$ cat src/design/fpa_div_cell.sv
// ----------------------------------------------------------------------------
// fpa_div_cell: one restoring division step
// Shifts in one numerator bit, trial-subtracts the divisor and registers
// the partial remainder, quotient and side data for the next cell.
// ----------------------------------------------------------------------------
`default_nettype none
module fpa_div_cell #(
  parameter int NW = 32,
  parameter int DW = 16,
  parameter int SW = 4
) (
  input  wire logic          clk,
  input  wire logic          rst,
  input  wire logic          en,
  input  wire logic          in_valid,
  input  wire logic [DW-1:0] in_rem,
  input  wire logic [NW-1:0] in_num,
  input  wire logic [NW-1:0] in_quo,
  input  wire logic [DW-1:0] in_den,
  input  wire logic [SW-1:0] in_side,
  output logic               out_valid,
  output logic [DW-1:0]      out_rem,
  output logic [NW-1:0]      out_num,
  output logic [NW-1:0]      out_quo,
  output logic [DW-1:0]      out_den,
  output logic [SW-1:0]      out_side
);

  logic [DW:0]   trial;
  logic [DW:0]   diff;
  logic          ge;

  // trial subtract
  always_comb begin
    trial = {in_rem, in_num[NW-1]};
    diff  = trial - {1'b0, in_den};
    ge    = (trial >= {1'b0, in_den});
  end

  always_ff @(posedge clk) begin
    if (rst) begin
      out_valid <= 1'b0;
    end else if (en) begin
      out_valid <= in_valid;
    end
  end

  always_ff @(posedge clk) begin
    if (en) begin
      out_rem  <= ge ? diff[DW-1:0] : trial[DW-1:0];
      out_num  <= {in_num[NW-2:0], 1'b0};
      out_quo  <= {in_quo[NW-2:0], ge};
      out_den  <= in_den;
      out_side <= in_side;
    end
  end

endmodule
`default_nettype wire

$ cat src/design/fpa_div_chain.sv
// ----------------------------------------------------------------------------
// fpa_div_chain: pipelined unsigned divider
// A row of NW division cells, one quotient bit per cell, MSB first.
// ----------------------------------------------------------------------------
`default_nettype none
module fpa_div_chain #(
  parameter int NW = 32,
  parameter int DW = 16,
  parameter int SW = 4
) (
  input  wire logic          clk,
  input  wire logic          rst,
  input  wire logic          en,
  input  wire logic          in_valid,
  input  wire logic [NW-1:0] num,
  input  wire logic [DW-1:0] den,
  input  wire logic [SW-1:0] in_side,
  output logic               out_valid,
  output logic [NW-1:0]      quo,
  output logic [SW-1:0]      out_side
);

  logic          v_w    [0:NW];
  logic [DW-1:0] rem_w  [0:NW];
  logic [NW-1:0] num_w  [0:NW];
  logic [NW-1:0] quo_w  [0:NW];
  logic [DW-1:0] den_w  [0:NW];
  logic [SW-1:0] side_w [0:NW];

  // chain inputs
  assign v_w[0]    = in_valid;
  assign rem_w[0]  = '0;
  assign num_w[0]  = num;
  assign quo_w[0]  = '0;
  assign den_w[0]  = den;
  assign side_w[0] = in_side;

  for (genvar i = 0; i < NW; i++) begin : g_cell
    fpa_div_cell #(.NW(NW), .DW(DW), .SW(SW)) u_cell (
      .clk      (clk),
      .rst      (rst),
      .en       (en),
      .in_valid (v_w[i]),
      .in_rem   (rem_w[i]),
      .in_num   (num_w[i]),
      .in_quo   (quo_w[i]),
      .in_den   (den_w[i]),
      .in_side  (side_w[i]),
      .out_valid(v_w[i+1]),
      .out_rem  (rem_w[i+1]),
      .out_num  (num_w[i+1]),
      .out_quo  (quo_w[i+1]),
      .out_den  (den_w[i+1]),
      .out_side (side_w[i+1])
    );
  end

  assign out_valid = v_w[NW];
  assign quo       = quo_w[NW];
  assign out_side  = side_w[NW];

endmodule
`default_nettype wire

$ cat config.mk
export PLATFORM = sky130hd
export DESIGN_NAME = fpa_div_chain
export DESIGN_NICKNAME = d
export VERILOG_FILES = /design/src/design/fpa_div_cell.sv /design/src/design/fpa_div_chain.sv
export SDC_FILE = /design/constraint.sdc
export NUM_CORES = 2
export LEC_CHECK = 0
export BUFFER_PORTS_ARGS = -buffer_cell sky130_fd_sc_hd__buf_4
export CORE_UTILIZATION = 63
export CTS_CLUSTER_DIAMETER = 200
export DETAILED_ROUTE_END_ITERATION = 10
export PLACE_DENSITY = 0.79
export RECOVER_POWER = 25
export SETUP_SLACK_MARGIN = 0.15
export SYNTH_ARGS = -nofsm -noshare
export SYNTH_HDL_FRONTEND = slang
export SYNTH_SLANG_ARGS = --single-unit
$ cat constraint.sdc
create_clock -name clk -period 4.1 [get_ports clk]
set_input_delay 1.025 -clock clk [delete_from_list [all_inputs] [get_ports clk]]
set_output_delay 1.025 -clock clk [all_outputs]
set_load 0.005 [all_outputs]
After elaboration in Yosys (flattened, before gate mapping)
Index checks and enable logic that the tools add are counted.
{ "classes": {"addsub": 31, "magnitude_cmp": 32, "n_mux": 31} }
{ "op_table": {"columns": ["cell", "count"], "rows": [
  ["17-bit by 16-bit >= comparator with 1-bit output", 31],
  ["16-bit 2-to-1 mux", 30],
  ["16-bit subtractor", 30],
  ["1-bit by 16-bit >= comparator with 1-bit output", 1],
  ["1-bit by 16-bit subtractor with 16-bit output", 1],
  ["1-bit 2-to-1 mux", 1]
]} }
{ "word_totals": {"regBits": 2176, "in_bits": 56, "out_inout_bits": 37, "word_cells": 284} }

Logic depth before layout (Yosys ltp)
{ "depth": {"depth_word": 2, "depth_mapped": 13, "ltp_nobuf": 11} }

Modules after synthesis
From an unflattened synthesis, not the netlist that was laid out.
{ "hier_totals": {"cells_unflattened": 8274, "area_unflattened_um2": 135094.6} }
{ "modules_own_cells": {"columns": ["mod", "n_inst", "cells_per_inst", "area_each_um2"], "rows": [
  ["fpa_div_cell (g_cell[15].u_cell ...)", 20, 257, 4209.0],
  ["fpa_div_cell (g_cell[0].u_cell ...)", 11, 261, 4247.8],
  ["fpa_div_cell (g_cell[22].u_cell)", 1, 262, 4184.0],
  ["fpa_div_chain", 1, 1, 3.8]
]} }

Worst setup path after synthesis
No wires, ideal clock.
{ "synth_path": {"path_type": "flip-flop to flip-flop", "from": "register g_cell[18].u_cell.out_den[1]", "to": "register g_cell[19].u_cell.out_rem[10], data pin", "setup_ns": 0.260, "t_arrival_ns": 2.894, "t_required_ns": 3.840, "setup_slack_ns": 0.947, "stages_incl_launch_ff": 12, "n_path_buf": 1, "synth_period_minus_slack_ns": 3.153, "cell_sequence": "edfxtp_1 -> inv_1 -> ha_1 -> nor2b_1 -> o31a_1 -> nor3_1 -> o21a_1 -> o21ai_1 -> o2111a_1 -> a2111oi_4 -> buf_6 -> mux2_2"} }
{ "synth_via": {"elab_chain_len": 2, "elab_cells_between_ends": 3, "classes_between": "add/sub (1); order compare (1); mux (1)"} }
{ "synth_lines": {"columns": ["item", "line", "rtl"], "rows": [
  ["from (decl)", "fpa_div_cell.sv:25", "output logic [DW-1:0] out_den,"],
  ["from (signal assigned)", "fpa_div_cell.sv:53", "out_den <= in_den;"],
  ["16-bit subtractor or 17-bit by 16-bit >= comparator with 1-bit output (tied branches)", "fpa_div_cell.sv:36, fpa_div_cell.sv:37", null],
  ["16-bit 2-to-1 mux (*)", "fpa_div_cell.sv:50", "out_rem <= ge ? diff[DW-1:0] : trial[DW-1:0];"],
  ["to (signal assigned)", "fpa_div_cell.sv:50", null],
  ["to (decl)", "fpa_div_cell.sv:22", "output logic [DW-1:0] out_rem,"]
]} }
Every way passes the cells marked *; elsewhere a longest branch is shown, timed or not.
A chain may end at the register's enable or synchronous reset.

Worst setup path after layout
{ "layout_path": {"from": "register g_cell[3].u_cell.out_den[10]", "to": "register g_cell[4].u_cell.out_rem[8], data pin"} }
{ "layout_via": {"elab_chain_len": 2} }
{ "layout_lines": {"columns": ["item", "line", "rtl"], "rows": [
  ["from (decl)", "fpa_div_cell.sv:25", null],
  ["from (signal assigned)", "fpa_div_cell.sv:53", null],
  ["17-bit by 16-bit >= comparator with 1-bit output", "fpa_div_cell.sv:37", "ge = (trial >= {1'b0, in_den});"],
  ["16-bit 2-to-1 mux", "fpa_div_cell.sv:50", null],
  ["to (signal assigned)", "fpa_div_cell.sv:50", null],
  ["to (decl)", "fpa_div_cell.sv:22", null]
]} }
Every way passes these cells.

==> results.py <==
metrics = {
    "setup_path": {
        "path_buf_inv": 2,
        "critPathSlowestCell": "a21oi_1",
        "end_kind": "flop",
        "critPathArrivalTime_ps": 4050,
        "rr_endpoint": "g_cell[4].u_cell.out_rem[8]$_DFFE_PP_",
        "reg2regPathDepth": 10,
        "path_delay_family": "compound AO/OA/AOI/OAI gates",
        "crit_fanout": 11,
        "cp_cell_sequence": "inv_1 -> ha_1 -> a21o_1 -> a21o_1 -> a21oi_1 -> a21boi_0 -> a221oi_1 -> nor4_4 -> buf_4 -> mux2_2",
        "startpoint_type": "flop",
        "r2r-start": "g_cell[3].u_cell.out_den[10]$_DFFE_PP_",
        "slowest_delay_ps": 510,
        "rrSetupSlack_ps": 600,
        "critPathKind": "flop to flop",
        "required_ps": 4650,
        "crit_path_frequent_cell": "a21o_1",
    },
    "routing": {
        "wl_per_cell_um": 18.5,
        "finalWirelength_mm": 167,
        "post_drt_via_cell_ratio": 5.79,
        "vias": 52377,
        "drtIter0Drc": 4467,
        "firstDrtPassIters": 7,
        "ant_nets": 0,
        "drcViolationCount": 0,
    },
    "die": {
        "fp.dieH_um": 392,
        "core.rowCount": 142,
        "boundaryPins": 93,
        "coreArea_um2": 150000,
        "dieWidth_um": 392,
        "die_area_um2": 153000,
        "initial_utilization_pct": 63.7,
    },
    "sta": {
        "fmax_mhz": 285,
        "rsz0062_at_grt": "no",
        "tightestPinTransition_ps": 1060,
        "finalHoldViolCount": 0,
        "setup_viol": 0,
        "setup_tns_ps": 0,
        "slew_headroom_pct": 29.3,
        "period_needed_ps": 3500,
        "fin_skew_ps": 48.0,
        "slew_viol_final": 0,
        "final.period_utilization_pct": 85.5,
    },
    "yosys": {
        "yosys_register_bits": 2176,
        "synth_edf_count": 2144,
        "ys.flop_type": "edfxtp_1",
        "synthArstFlopShare_pct": 0,
        "syn-num-nets": 7150,
        "syn_avg_cell_area_um2": 14.6,
        "ys_seq_area_share_pct": 67.9,
        "synth_top_cell_by_area": "edfxtp_1",
        "synth.top_cells.by_area": "edfxtp_1 67%, ha_1 6.5%, mux2_2 3.4%",
        "netlist_instances": 6566,
        "yosysWarnings": 0,
        "netlist-cell-type-count": 88,
        "synthesis.area_um2": 95700,
        "yosys.area.top_type_share_pct": 67.3,
    },
    "clocking": {
        "clkTransAtPathRegs_ps": 60,
        "cts_resized": 0,
        "clock_path_buffers": 3,
        "cts_made_buffers": 212,
        "post-cts-setup-buffers": 0,
        "clk-insertion-delay-late_ps": 840,
        "cts_tree": "yes",
        "cts_hold_buf": 0,
        "htreeDepth": 4,
        "root_buffer": "clkbuf_16",
        "clock_sinks": 2176,
    },
    "worst_hold_path": {
        "hold_end": "g_cell[0].u_cell.out_num[30]$_DFFE_PP_",
        "min_path_cells": 1,
        "worstHoldStart": "num[29]",
        "min_path_type": "primary input to flop",
    },
    "placed_design": {
        "gp_congestion": 0.931,
        "place_inst": 8654,
        "hpwlAfterDp_mm": 114,
        "place.port_buffers": 92,
        "placed_area_um2": 99400,
    },
    "run": {
        "cap_violations": 0,
    },
    "cells_and_area": {
        "fin_nets": 7436,
        "layout_commonest_cell": "edfxtp_1",
        "syn_to_final_growth_pct": 11.2,
        "antennaDiodeCount": 0,
        "final_area_um2": 106000,
        "layout.cells.non_filler": 9052,
        "drive_gt1_share_pct": 11.7,
        "layout_common_cells": "2144 x edfxtp_1, 614 x inv_1, 498 x ha_1, 343 x a21oi_1, 320 x nor2_1",
    },
    "outcome": {
        "status": "completed",
    },
    "global_routing": {
        "track_usage_pct": 22.0,
        "grt_max_degree": 142,
        "overflow": 0,
        "grt_pass1_wl_mm": 269,
        "antenna_found_initial": 0,
        "grt_pass1_vias": 51862,
    },
    "power_and_ir_drop": {
        "ir_worst_vdd_uv": 465,
        "leakagePower_nw": 40.8,
        "power-per-cell-area_nw_per_um2": 727,
    },
}
kinds of logic after synthesis:
group           Yosys count  synth area share, %
flops                  2176                 67.9
compound gates         1304                 8.94
simple gates           1142                 5.89
buf+inv                 727                 2.92
fa+ha+maj               528                 7.14
mux                     371                 4.25
xor+xnor                318                 2.91
worst max path at each step:
stage                                                start                                       to  slack [ps]  cells past startpoint
floorplan           g_cell[18].u_cell.out_den[1]$_DFFE_PP_  g_cell[19].u_cell.out_rem[10]$_DFFE_PP_         950                     11
global placement    g_cell[3].u_cell.out_den[10]$_DFFE_PP_    g_cell[4].u_cell.out_rem[2]$_DFFE_PP_         780                     10
detailed placement  g_cell[3].u_cell.out_den[10]$_DFFE_PP_    g_cell[4].u_cell.out_rem[8]$_DFFE_PP_         690                     10
CTS                 g_cell[3].u_cell.out_den[10]$_DFFE_PP_    g_cell[4].u_cell.out_rem[8]$_DFFE_PP_         620                     10
global route         g_cell[6].u_cell.out_den[6]$_DFFE_PP_   g_cell[7].u_cell.out_rem[10]$_DFFE_PP_         380                     11
finish              g_cell[3].u_cell.out_den[10]$_DFFE_PP_    g_cell[4].u_cell.out_rem[8]$_DFFE_PP_         600                     10
cell usage after synthesis, types with 22 or more instances:
library cell	n
o21a_1	100
xor2_1	112
nor3_1	62
mux2i_1	85
dfxtp_1	32
xnor2_1	206
nand2_1	284
a31oi_1	45
nor2_1	320
nor2b_1	109
mux2_2	286
o21ai_0	314
and3_1	37
nand3_1	73
a21oi_1	343
inv_1	614
nand4_1	63
a211oi_1	24
ha_1	498
o31ai_1	26
fa_1	30
edfxtp_1	2144
o211ai_1	22
o21bai_1	27
clkbuf_1	91
o31a_1	40
nand2b_1	65
a21o_1	142
metal layers:
metal,global-route usage (%),vias up,wire length [um]
li1,-,25235,-
met1,30.1,25437,73400
met2,36.4,1387,80900
met3,3.36,318,8120
met4,7.29,0,4690
met5,0,-,0
cell type report:
cell class                 instances  area, um2
sequential                      2176      65000
fill                            9773      43900
multi-input combinational       3663      27900
clock buffer                     275       5610
tap                             2016       2520
inverter                         614       2300
timing repair buffer             185       1630
clock inverter                   123       1430
power by group:
part / switching (mW) / internal, mW
logic: 13.9 / 12.1
registers: 2.19 / 30.0
clock network: 8.19 / 11.1
total: 24.3 / 53.1
per-stage QoR:
stage	utilization [%]	power, mW	setup WS (ps)	hold WS [ps]
detailed placement	66.2	57.9	691	405
global route	70.8	81.8	378	339
global placement	66.2	57.2	777	400
CTS	70.8	77.6	616	304
floorplan	-	51.6	947	400
finish	70.8	77.4	596	380
sequential cells by signal, indices dropped and copies added, names as in the netlist:
signal / count
g_cell.u_cell.out_quo: 528
g_cell.u_cell.out_den: 496
g_cell.u_cell.out_num: 496
g_cell.u_cell.out_rem: 496
g_cell.u_cell.out_side: 128
g_cell.u_cell.out_valid: 32
Note: power is estimated with default switching activity, not from simulation.
